**config.mk**
```make
export PLATFORM = sky130hd
export DESIGN_NAME = slot_pool_free_list_allocator_core
export DESIGN_NICKNAME = d
export VERILOG_FILES = /design/src/spfl_pkg.sv /design/src/spfl_ctrl.sv /design/src/spfl_datapath.sv /design/src/slot_pool_free_list_allocator_core.sv
export SDC_FILE = /design/constraint.sdc
export NUM_CORES = 1
export LEC_CHECK = 0
export BUFFER_PORTS_ARGS = -buffer_cell sky130_fd_sc_hd__buf_2
export CAP_MARGIN = 20
export CORE_MARGIN = 5
export CORE_UTILIZATION = 45
export DETAILED_ROUTE_END_ITERATION = 12
export GPL_TIMING_DRIVEN = 0
export HOLD_SLACK_MARGIN = 0.06
export PLACE_DENSITY = 0.73
export SLEW_MARGIN = 20
export SYNTH_ARGS = -nofsm -noshare
export SYNTH_HDL_FRONTEND = slang
export SYNTH_SLANG_ARGS = --single-unit
```
**constraint.sdc**
```tcl
create_clock -name aclk -period 5.7 [get_ports aclk]
set_clock_uncertainty 0.2 [all_clocks]
set_input_delay 1.14 -clock aclk [delete_from_list [all_inputs] [get_ports aclk]]
set_output_delay 1.14 -clock aclk [all_outputs]
set_load 0.005 [all_outputs]
```
**src/spfl_pkg.sv**
```systemverilog
package spfl_pkg;

    localparam int KIND_W  = 2;
    localparam int IDX_W   = 6;
    localparam int STAT_W  = 2;
    localparam int COUNT_W = 7;
    localparam int SSTATE_W = 2;

    // request kinds
    localparam logic [KIND_W-1:0] KIND_ALLOC  = 2'd0;
    localparam logic [KIND_W-1:0] KIND_FREE   = 2'd1;
    localparam logic [KIND_W-1:0] KIND_ADD    = 2'd2;
    localparam logic [KIND_W-1:0] KIND_REMOVE = 2'd3;

    // result status codes
    localparam logic [STAT_W-1:0] STAT_OK    = 2'd0;
    localparam logic [STAT_W-1:0] STAT_EMPTY = 2'd1;
    localparam logic [STAT_W-1:0] STAT_RANGE = 2'd2;
    localparam logic [STAT_W-1:0] STAT_WRONG = 2'd3;

    // per-slot state codes
    localparam logic [SSTATE_W-1:0] SLOT_FREE     = 2'd0;
    localparam logic [SSTATE_W-1:0] SLOT_ALLOC    = 2'd1;
    localparam logic [SSTATE_W-1:0] SLOT_DETACHED = 2'd2;

    typedef struct packed {
        logic clear_step;
        logic accept;
        logic exec_fire;
    } spfl_cmd_t;

    typedef struct packed {
        logic clear_last;
        logic out_valid;
    } spfl_sts_t;

endpackage

```
**src/spfl_ctrl.sv**
```systemverilog
module spfl_ctrl
    import spfl_pkg::*;
(
    input  logic       aclk,
    input  logic       aresetn,
    input  logic       s_tvalid,
    input  logic       m_tready,
    input  spfl_sts_t  sts,
    output logic       s_tready,
    output spfl_cmd_t  cmd
);

    localparam logic [1:0] ST_CLEAR = 2'd0;
    localparam logic [1:0] ST_IDLE  = 2'd1;
    localparam logic [1:0] ST_EXEC  = 2'd2;

    logic [1:0] state_reg;
    logic [1:0] state_next;

    assign s_tready       = (state_reg == ST_IDLE);
    assign cmd.clear_step = (state_reg == ST_CLEAR);
    assign cmd.accept     = (state_reg == ST_IDLE) && s_tvalid;
    // the output register must be empty or draining before a result is committed
    assign cmd.exec_fire  = (state_reg == ST_EXEC) && (!sts.out_valid || m_tready);

    always_comb begin
        state_next = state_reg;
        unique case (state_reg)
            ST_CLEAR: begin
                if (sts.clear_last) begin
                    state_next = ST_IDLE;
                end
            end
            ST_IDLE: begin
                if (s_tvalid) begin
                    state_next = ST_EXEC;
                end
            end
            ST_EXEC: begin
                if (cmd.exec_fire) begin
                    state_next = ST_IDLE;
                end
            end
            default: begin
                state_next = ST_CLEAR;
            end
        endcase
    end

    always_ff @(posedge aclk) begin
        if (!aresetn) begin
            state_reg <= ST_CLEAR;
        end else begin
            state_reg <= state_next;
        end
    end

endmodule

```
**src/spfl_datapath.sv**
```systemverilog
module spfl_datapath
    import spfl_pkg::*;
#(
    parameter int SLOT_COUNT = 64
)
(
    input  logic                aclk,
    input  logic                aresetn,
    input  spfl_cmd_t           cmd,
    output spfl_sts_t           sts,
    input  logic [KIND_W-1:0]   in_kind,
    input  logic [IDX_W-1:0]    in_slot_index,
    input  logic                m_tready,
    output logic                out_valid,
    output logic [STAT_W-1:0]   out_status,
    output logic [IDX_W-1:0]    out_slot,
    output logic [COUNT_W-1:0]  out_in_use_count
);

    localparam int IW = (SLOT_COUNT > 1) ? $clog2(SLOT_COUNT) : 1;
    localparam int CW = $clog2(SLOT_COUNT + 1);
    localparam int XW = (IW > IDX_W) ? IW : IDX_W;
    localparam logic [IW-1:0] LAST_SLOT = IW'(SLOT_COUNT - 1);

    // link and state memories
    logic [IW-1:0]       next_mem  [SLOT_COUNT];
    logic [IW-1:0]       prev_mem  [SLOT_COUNT];
    logic [SSTATE_W-1:0] state_mem [SLOT_COUNT];

    logic [IW-1:0]       next_rd_reg;
    logic [IW-1:0]       prev_rd_reg;
    logic [SSTATE_W-1:0] state_rd_reg;

    logic [KIND_W-1:0]   kind_reg;
    logic [IDX_W-1:0]    idx_reg;
    logic [IW-1:0]       head_reg, head_next;
    logic [IW-1:0]       tail_reg, tail_next;
    logic                nonempty_reg, nonempty_next;
    logic [CW-1:0]       total_reg, total_next;
    logic [IW-1:0]       clr_cnt_reg;

    logic                out_valid_reg;
    logic [STAT_W-1:0]   out_status_reg;
    logic [IDX_W-1:0]    out_slot_reg;
    logic [COUNT_W-1:0]  out_count_reg;

    logic [XW-1:0]       in_idx_x;
    logic [IW-1:0]       in_addr;
    logic [XW-1:0]       idx_x;
    logic [IW-1:0]       addr;
    logic                in_range;

    logic                next_we, prev_we, state_we;
    logic [IW-1:0]       next_wa, next_wd, prev_wa, prev_wd, state_wa;
    logic [SSTATE_W-1:0] state_wd;
    logic [STAT_W-1:0]   status_c;
    logic [IDX_W-1:0]    slot_c;

    assign in_idx_x = XW'(in_slot_index);
    assign in_addr  = in_idx_x[IW-1:0];
    assign idx_x    = XW'(idx_reg);
    assign addr     = idx_x[IW-1:0];
    assign in_range = ({1'b0, idx_x} < (XW + 1)'(SLOT_COUNT));

    assign sts.clear_last = (clr_cnt_reg == LAST_SLOT);
    assign sts.out_valid  = out_valid_reg;

    assign out_valid        = out_valid_reg;
    assign out_status       = out_status_reg;
    assign out_slot         = out_slot_reg;
    assign out_in_use_count = out_count_reg;

    always_comb begin
        head_next     = head_reg;
        tail_next     = tail_reg;
        nonempty_next = nonempty_reg;
        total_next    = total_reg;
        next_we  = 1'b0;
        next_wa  = tail_reg;
        next_wd  = addr;
        prev_we  = 1'b0;
        prev_wa  = addr;
        prev_wd  = tail_reg;
        state_we = 1'b0;
        state_wa = addr;
        state_wd = SLOT_FREE;
        status_c = STAT_OK;
        slot_c   = idx_reg;

        if (kind_reg == KIND_ALLOC) begin
            if (!nonempty_reg) begin
                status_c = STAT_EMPTY;
                slot_c   = '0;
            end else begin
                // next_rd_reg holds the link of the head slot
                if (head_reg == tail_reg) begin
                    nonempty_next = 1'b0;
                end else begin
                    head_next = next_rd_reg;
                end
                state_we   = 1'b1;
                state_wa   = head_reg;
                state_wd   = SLOT_ALLOC;
                total_next = total_reg + CW'(1);
                slot_c     = IDX_W'(head_reg);
            end
        end else if (!in_range) begin
            status_c = STAT_RANGE;
        end else begin
            priority case (1'b1)
                (kind_reg == KIND_FREE && state_rd_reg == SLOT_ALLOC),
                (kind_reg == KIND_ADD && state_rd_reg == SLOT_DETACHED): begin
                    // append at the free tail
                    if (nonempty_reg) begin
                        next_we = 1'b1;
                        prev_we = 1'b1;
                    end else begin
                        head_next     = addr;
                        nonempty_next = 1'b1;
                    end
                    tail_next = addr;
                    state_we  = 1'b1;
                    state_wd  = SLOT_FREE;
                    if (kind_reg == KIND_FREE) begin
                        total_next = total_reg - CW'(1);
                    end
                end
                (kind_reg == KIND_REMOVE && state_rd_reg == SLOT_FREE): begin
                    // unlink from anywhere in the free queue
                    if (head_reg == addr && tail_reg == addr) begin
                        nonempty_next = 1'b0;
                    end else if (head_reg == addr) begin
                        head_next = next_rd_reg;
                    end else if (tail_reg == addr) begin
                        tail_next = prev_rd_reg;
                    end else begin
                        next_we = 1'b1;
                        next_wa = prev_rd_reg;
                        next_wd = next_rd_reg;
                        prev_we = 1'b1;
                        prev_wa = next_rd_reg;
                        prev_wd = prev_rd_reg;
                    end
                    state_we = 1'b1;
                    state_wd = SLOT_DETACHED;
                end
                (kind_reg == KIND_REMOVE && state_rd_reg == SLOT_ALLOC): begin
                    state_we   = 1'b1;
                    state_wd   = SLOT_DETACHED;
                    total_next = total_reg - CW'(1);
                end
                default: begin
                    status_c = STAT_WRONG;
                end
            endcase
        end
    end

    // memories: clearing pass writes the reset queue, requests read then write
    always_ff @(posedge aclk) begin
        if (cmd.clear_step) begin
            next_mem[clr_cnt_reg]  <= (clr_cnt_reg == LAST_SLOT) ? '0
                                                                 : clr_cnt_reg + IW'(1);
            prev_mem[clr_cnt_reg]  <= (clr_cnt_reg == '0) ? LAST_SLOT
                                                          : clr_cnt_reg - IW'(1);
            state_mem[clr_cnt_reg] <= SLOT_FREE;
        end else if (cmd.exec_fire) begin
            if (next_we) begin
                next_mem[next_wa] <= next_wd;
            end
            if (prev_we) begin
                prev_mem[prev_wa] <= prev_wd;
            end
            if (state_we) begin
                state_mem[state_wa] <= state_wd;
            end
        end
        if (cmd.accept) begin
            next_rd_reg  <= next_mem[(in_kind == KIND_ALLOC) ? head_reg : in_addr];
            prev_rd_reg  <= prev_mem[in_addr];
            state_rd_reg <= state_mem[in_addr];
        end
    end

    always_ff @(posedge aclk) begin
        if (cmd.accept) begin
            kind_reg <= in_kind;
            idx_reg  <= in_slot_index;
        end
        if (cmd.exec_fire) begin
            out_status_reg <= status_c;
            out_slot_reg   <= slot_c;
            out_count_reg  <= COUNT_W'(total_next);
        end
    end

    always_ff @(posedge aclk) begin
        if (!aresetn) begin
            head_reg      <= '0;
            tail_reg      <= LAST_SLOT;
            nonempty_reg  <= 1'b1;
            total_reg     <= '0;
            clr_cnt_reg   <= '0;
            out_valid_reg <= 1'b0;
        end else begin
            if (cmd.clear_step) begin
                clr_cnt_reg <= clr_cnt_reg + IW'(1);
            end
            if (cmd.exec_fire) begin
                head_reg     <= head_next;
                tail_reg     <= tail_next;
                nonempty_reg <= nonempty_next;
                total_reg    <= total_next;
            end
            if (cmd.exec_fire) begin
                out_valid_reg <= 1'b1;
            end else if (m_tready) begin
                out_valid_reg <= 1'b0;
            end
        end
    end

endmodule

```
**src/slot_pool_free_list_allocator_core.sv**
```systemverilog
// Fixed pool of SLOT_COUNT slots with a first-in first-out free list held in
// link memories. Each request (alloc, free, add, remove) gives one result with
// a status, the slot and the in-use count. After reset the block runs a
// clearing pass over every entry of the link and state memories, with
// s_tready low; afterwards a request first reads the slot's state and links
// from the memories, then updates them and the head/tail pointers once the
// output register is empty or draining. A new request is accepted while the
// previous result still waits in the output register.
module slot_pool_free_list_allocator_core
    import spfl_pkg::*;
#(
    parameter int SLOT_COUNT = 64
)
(
    input  logic        aclk,
    input  logic        aresetn,
    input  logic        s_tvalid,
    output logic        s_tready,
    input  logic [7:0]  s_tdata,   // [5:0] slot_index, [7:6] zero
    input  logic [1:0]  s_tuser,   // [1:0] kind
    output logic        m_tvalid,
    input  logic        m_tready,
    output logic [15:0] m_tdata    // [1:0] status, [7:2] slot, [14:8] in_use_count, [15] zero
);

    spfl_cmd_t          cmd;
    spfl_sts_t          sts;
    logic [STAT_W-1:0]  out_status;
    logic [IDX_W-1:0]   out_slot;
    logic [COUNT_W-1:0] out_count;

    spfl_ctrl u_ctrl (
        .aclk     (aclk),
        .aresetn  (aresetn),
        .s_tvalid (s_tvalid),
        .m_tready (m_tready),
        .sts      (sts),
        .s_tready (s_tready),
        .cmd      (cmd)
    );

    spfl_datapath #(
        .SLOT_COUNT (SLOT_COUNT)
    ) u_datapath (
        .aclk             (aclk),
        .aresetn          (aresetn),
        .cmd              (cmd),
        .sts              (sts),
        .in_kind          (s_tuser),
        .in_slot_index    (s_tdata[IDX_W-1:0]),
        .m_tready         (m_tready),
        .out_valid        (m_tvalid),
        .out_status       (out_status),
        .out_slot         (out_slot),
        .out_in_use_count (out_count)
    );

    assign m_tdata = {1'b0, out_count, out_slot, out_status};

endmodule
```
==> summary.md, run 1 <==
| Metric | Value |
|---|---|
| Flops & latches, synth | `962` |
| Pre-Repair DR Iteration Count | `8` |
| Setup crit start | `s_tuser[1]` |
| Starting Density | `45.4%` |
| TritonCTS clock tree | `yes` |
| Design area | `44600 µm²` |
| Worst path arrival time | `5.25 ns` |
| Vias in the first global route | `23100` |
| Max cap viols | `0` |
| Ratio of cells with drive above 1 in the final layout | `18.9%` |
| Top FF cell, synth | `edfxtp_1` |
| Detailed Route WL | `105000 µm` |
| Non-filler cells, final | `3697` |
| Setup TNS | `0 ns` |
| Fin crit share | `90.1%` |
| Worst hold-check path type | `reg -> reg` |
| Critical Path Fanout Max | `10` |
| 1st-iter DRT viols | `3078` |
| Area Overhead vs Synth | `12.9%` |
| Post-synthesis cell area | `39500 µm²` |
| IO Port Bufs | `27` |
| Placed cell count | `3528` |
| Least-Margin Pin Slew | `1.14 ns` |
| Worst skew pair latency | `0.65 ns` |
| Synthesized area per cell | `17.0 µm²` |
| # IOs | `32` |
| Clk sink count | `962` |
| Top achievable clock speed | `195 MHz` |
| Register area share after synthesis | `72.4%` |
| Critical Path Max Stage Delay | `0.70 ns` |
| Placed Area | `41600 µm²` |
| Worst r2r src | `u_datapath.kind_reg[0]$_DFFE_PP_` |
| Full die area | `93800 µm²` |
| Count of cell types in the netlist | `78` |
| Initial antenna violation count | `5` |
| Floorplan row count | `108` |
| Post-synth ARST share | `0%` |
| Slowest-stage cell, CP | `clkbuf_1` |
| Num CTS Buffers | `90` |
| Core area | `86900 µm²` |
| Routability cong. | `0.940` |
| Power Density | `333 nW/µm²` |
| Pwr Total | `14.8 mW` |
| Critical path type | `in -> reg` |
| Post-synth net total | `2346` |
| CTS Root Cell | `clkbuf_16` |
| Die Height | `306 µm` |
| Final Hold Fails | `0` |
| Post-Syn Instances | `2327` |
| Critical-path cell list | `buf_2, clkbuf_1, nor2_1, a21o_1, buf_1, clkbuf_1, mux4_2, a22oi_1, nand4_1, a221oi_1, o211ai_1` |
| Clk pin slew, worst setup/hold paths | `0.06 ns` |
| Relative slew slack | `23.6%` |
| H-Tree Depth | `3` |
| Fillers | `6748` |
| P_leak | `14.1 nW` |
| Total grt overflow | `0` |
| NumNets Final | `2485` |
| Pins Over Slew Limit | `0` |
| Reg-to-reg slack, setup | `0.94 ns` |
| Synth warn | `0` |
| Startpoint types | `primary input` |
| Die span in x | `306 µm` |
| Tot GR Track Use | `22.0%` |
| Vias | `22900` |
| Drt drc | `0` |
| RSZ-0062 raised after global routing | `false` |
| Min-delay src | `u_datapath.total_reg[6]$_SDFFE_PN0P_` |
| Minimum clock period | `5.13 ns` |
| Most common cell after layout, fill and taps aside | `edfxtp_1` |
| Postcts setup bufs | `0` |
| Status | `finished, final reports clean` |
| Deepest clock path buffer count | `3` |
| Final setup viols | `0` |
| Post-synth EDFFs | `933` |
| Critical Path RT | `5.82 ns` |
| Dpl hpwl | `70600 µm` |
| Top Registers | `u_datapath.next_mem x384, u_datapath.prev_mem x384, u_datapath.state_mem x128` |
| Commonest non-fill, non-tap cells in the layout | `edfxtp_1 (933), nor2_1 (265), nand2_1 (219)` |
| VDD IR-drop max | `0.000265 V` |
| Cts repair resizes | `0` |
| Hold Buf Count CTS | `0` |
| CP Capture Type | `register` |
| Post-route ant nets | `0` |
| Largest net degree at the start of global routing | `65` |
| Global-route wire length before repair | `153000 µm` |
| Vias per Instance | `6.20` |
| Routed len/inst | `28.4 µm` |
| Most Frequent Cell on Critical Path | `clkbuf_1` |
## worst max-delay path, delay by kind of cell
family / cells / cell delay, ns
AND/OR/NAND/NOR: 2 / 0.46
buffers and inverters: 4 / 1.74
AO/OA/AOI/OAI: 4 / 1.47
multiplexers: 1 / 0.42
## layout make-up
type                       count  area [µm²]  share of cell area (%)
clock inverter                57         536                    1.20
sequential                   962       28600                    64.2
tap                         1155        1450                    3.24
multi-input combinational   1210       10400                    23.2
timing repair buffer          47         603                    1.35
antenna                        4        10.0                  0.0225
inverter                      10        37.5                  0.0842
buffer                       145         634                    1.42
clock buffer                 107        2360                    5.29
## power breakdown
group,switching [mW],leakage [nW],internal (mW)
Combinational,0.678,4.00,0.311
Clock,2.59,1.40,3.37
Sequential,0.0124,8.73,7.88
## path summary, 6_finish.rpt
| kind | end | cells after the start |
|---|---|---|
| worst max-delay path | u_datapath.next_rd_reg[3]$_DFFE_PP_ | 11 |
| worst min-delay path | u_datapath.total_reg[6]$_SDFFE_PN0P_ | 2 |
| worst max register to register | u_datapath.next_mem[36][5]$_DFFE_PP_ | 9 |
| worst min register to register | u_datapath.total_reg[6]$_SDFFE_PN0P_ | 2 |
## per-stage QoR
stage                     setup WS (ns)  hold WS, ns  utilization (%)
after floorplan                  0.0559        0.256                -
final                             0.566        0.285             51.3
after global placement            -2.87        0.267             47.3
after CTS                         0.560        0.281             51.3
after global routing              0.547        0.309             51.3
after detailed placement        -0.0829        0.273             47.9
## metal layers
layer | vias to the layer above | routed length (µm) | global-route usage (%)
met5 | - | 33 | 0
met4 | 4 | 5390 | 9.81
met3 | 331 | 10900 | 5.45
met2 | 1493 | 50800 | 35.8
met1 | 11600 | 38000 | 28.3
li1 | 9499 | - | -
## cells by family (layout without fill, tap and decap cells)
family                     count (synthesis)  count (layout)  share of synthesized area, %
DFF                                      962             962                          72.4
and+or+nand+nor                          671             671                          7.43
muxes                                    259             259                          13.1
AOI/OAI and AO/OA                        238             238                          4.38
buffers and inverters                    155             366                          1.68
xor gates and xnor gates                  36              36                         0.799
adders and majority gates                  5               5                         0.158
other                                      1               5                       0.00950
## synthesized netlist by cell type, types with 15 or more instances
| cell | n | area [µm²] |
|---|---|---|
| a21oi_1 | 34 | 170 |
| a31oi_1 | 25 | 156 |
| and3_1 | 16 | 100 |
| buf_1 | 23 | 86.3 |
| buf_2 | 29 | 145 |
| clkbuf_1 | 83 | 312 |
| dfxtp_1 | 29 | 581 |
| edfxtp_1 | 933 | 28000 |
| mux2_2 | 15 | 169 |
| mux2i_1 | 38 | 380 |
| mux4_2 | 205 | 4620 |
| nand2_1 | 219 | 822 |
| nand3_1 | 62 | 310 |
| nor2_1 | 269 | 1010 |
| nor3_1 | 21 | 105 |
| o21ai_0 | 34 | 170 |
| xnor2_1 | 24 | 210 |
No activity file was read; power rests on OpenSTA's default activity.
==> inputs of run 2 (changes only) <==
CORE_UTILIZATION = 55   (was 45)
PLACE_DENSITY = 0.84   (was 0.73)
==> run 2 against run 1 <==
  * First-iteration DRC count increased by 26%
  * Combinational power about the same
  * Register-to-register slack lost 0.06 ns
  * Critical endpoint is now u_datapath.next_rd_reg[1]$_DFFE_PP_
  * Die area shrank 18%
==> summary.md, run 2 (synthesis gave the netlist of run 1 again) <==
| Metric | Value |
|---|---|
| Floorplan row count | `98 (-9.3%)` |
| Detailed Route WL | `112000 µm (+6.7%)` |
| Largest net degree at the start of global routing | `65 (unchanged)` |
| Critical Path Max Stage Delay | `1.02 ns (+0.32 ns)` |
| # IOs | `32 (unchanged)` |
| Initial antenna violation count | `1 (-4)` |
| Global-route wire length before repair | `163000 µm (+6.4%)` |
| Critical-path cell list | `buf_2, clkbuf_1, nor2_1, a21o_1, buf_1, clkbuf_1, mux4_2, a22o_1, a31oi_1, o2111ai_1` |
| P_leak | `14.2 nW (+0.32%)` |
| Postcts setup bufs | `0 (unchanged)` |
| Power Density | `335 nW/µm² (+0.71%)` |
| Pwr Total | `14.9 mW (+0.24%)` |
| Vias per Instance | `6.84 (+10%)` |
| Cts repair resizes | `0 (unchanged)` |
| CP Capture Type | `register` |
| Post-route ant nets | `0 (unchanged)` |
| Num CTS Buffers | `90 (unchanged)` |
| Vias | `23900 (+4.2%)` |
| Die Height | `278 µm (-9.2%)` |
| 1st-iter DRT viols | `3881 (+26%)` |
| Slowest-stage cell, CP | `clkbuf_1` |
| Placed cell count | `3322 (-5.8%)` |
| Non-filler cells, final | `3491 (-5.6%)` |
| Die span in x | `278 µm (-9.2%)` |
| Top Registers | `u_datapath.next_mem x384, u_datapath.prev_mem x384, u_datapath.state_mem x128` |
| Top achievable clock speed | `197 MHz (+0.91%)` |
| Core area | `71400 µm² (-18%)` |
| Final Hold Fails | `0 (unchanged)` |
| Max cap viols | `0 (unchanged)` |
| Starting Density | `55.3% (+9.9 points)` |
| Relative slew slack | `13.1% (-11 points)` |
| Setup TNS | `0 ns (unchanged)` |
| Worst hold-check path type | `reg -> reg` |
| Least-Margin Pin Slew | `1.30 ns (+0.164 ns)` |
| Worst skew pair latency | `0.67 ns (+0.02 ns)` |
| Dpl hpwl | `72600 µm (+2.9%)` |
| Pins Over Slew Limit | `0 (unchanged)` |
| NumNets Final | `2485 (unchanged)` |
| Routed len/inst | `32.1 µm (+13%)` |
| Startpoint types | `primary input` |
| Deepest clock path buffer count | `3 (unchanged)` |
| Worst path arrival time | `5.25 ns (about the same)` |
| Commonest non-fill, non-tap cells in the layout | `edfxtp_1 (933), nor2_1 (267), nand2_1 (219)` |
| VDD IR-drop max | `0.000299 V (+13%)` |
| IO Port Bufs | `27 (unchanged)` |
| Critical Path Fanout Max | `10 (unchanged)` |
| Total grt overflow | `0 (unchanged)` |
| Most common cell after layout, fill and taps aside | `edfxtp_1` |
| Fin crit share | `89.3% (-0.81 points)` |
| Tot GR Track Use | `28.7% (+6.7 points)` |
| Worst setup margin | `0.612 ns (+0.0462 ns)` |
| Hold Buf Count CTS | `0 (unchanged)` |
| Minimum clock period | `5.09 ns (-0.0462 ns)` |
| Ratio of cells with drive above 1 in the final layout | `19.1% (+0.18 points)` |
| CTS Root Cell | `clkbuf_16` |
| Clk sink count | `962 (unchanged)` |
| RSZ-0062 raised after global routing | `false` |
| Critical Path RT | `5.86 ns (+0.04 ns)` |
| Status | `finished, final reports clean` |
| Worst slack, placed | `0.0794 ns (+0.162 ns)` |
| Area Overhead vs Synth | `12.4%` |
| Vias in the first global route | `23900 (+3.8%)` |
| Most Frequent Cell on Critical Path | `clkbuf_1` |
| Final setup viols | `0 (unchanged)` |
| Routability cong. | `0.991 (+5.4%)` |
| Drt drc | `0 (unchanged)` |
| Pre-Repair DR Iteration Count | `9 (+1)` |
| Critical path type | `in -> reg` |
| TritonCTS clock tree | `yes` |
| Clk pin slew, worst setup/hold paths | `0.06 ns (about the same)` |
| Full die area | `77200 µm² (-18%)` |
| H-Tree Depth | `3 (unchanged)` |
## run 2: cell count changes in the layout (fill, tap and decap cells not counted), moves of 3 or more
| cell | change |
|---|---|
| clkinv_1 | -9 |
| clkinv_2 | +7 |
| clkbuf_1 | +6 |
| buf_16 | +5 |
| buf_12 | -4 |
| clkbuf_2 | +4 |
| clkinv_16 | +4 |
| clkinvlp_4 | -3 |
| diode_2 | -3 |
## run 2: critical path: cells and delay by family
kind | cells | cell delay [ns]
simple gates | 1 | 0.26
compound gates | 4 | 1.34
buf+inv | 4 | 2.00
mux | 1 | 0.47
## run 2: power breakdown
part	internal, mW	switching, mW	total [mW]
clock	3.29	2.66	5.95
sequential	7.88	0.0135	7.89
combinational	0.318	0.706	1.02
total	11.5	3.38	14.9
## run 2: area by class of cell
| class | count | area (µm²) |
|---|---|---|
| fill | 4790 | 27000 |
| clock inverter | 52 | 546 |
| multi-input combinational | 1210 | 10300 |
| buffer | 145 | 639 |
| antenna | 1 | 2.50 |
| tap | 950 | 1190 |
| inverter | 10 | 37.5 |
| timing repair buffer | 47 | 642 |
| clock buffer | 114 | 2360 |
| sequential | 962 | 28600 |
## run 2: layer usage
layer  vias to the layer above  part of all wire (%)  global-route usage, %
met1                     11900                    33                   35.8
met4                         0                   6.9                   15.4
li1                       9479                     -                      -
met5                         -                     0                      0
met2                      2040                    49                   47.2
met3                       461                    11                   6.77
## run 2: final timing paths
| kind | from | slack [ns] | cells past startpoint | endpoint |
|---|---|---|---|---|
| worst min-delay path | u_datapath.total_reg[6]$_SDFFE_PN0P_ | 0.28 | 2 | u_datapath.total_reg[6]$_SDFFE_PN0P_ |
| worst min register to register | u_datapath.total_reg[6]$_SDFFE_PN0P_ | 0.28 | 2 | u_datapath.total_reg[6]$_SDFFE_PN0P_ |
| worst max register to register | u_datapath.kind_reg[0]$_DFFE_PP_ | 0.88 | 9 | u_datapath.next_mem[10][1]$_DFFE_PP_ |
| worst max-delay path | s_tuser[1] | 0.61 | 10 | u_datapath.next_rd_reg[1]$_DFFE_PP_ |
## run 2: through the flow
step | hold WS (ns) | cell area, µm² | util [%]
5_1_grt | 0.325 | 44400 | 62.2
6_report | 0.284 | 44400 | 62.2
4_1_cts | 0.284 | 44300 | 62.1
3_3_place_gp | 0.267 | 40800 | 57.2
3_5_place_dp | 0.276 | 41400 | 58.0
2_1_floorplan | 0.256 | 39500 | -
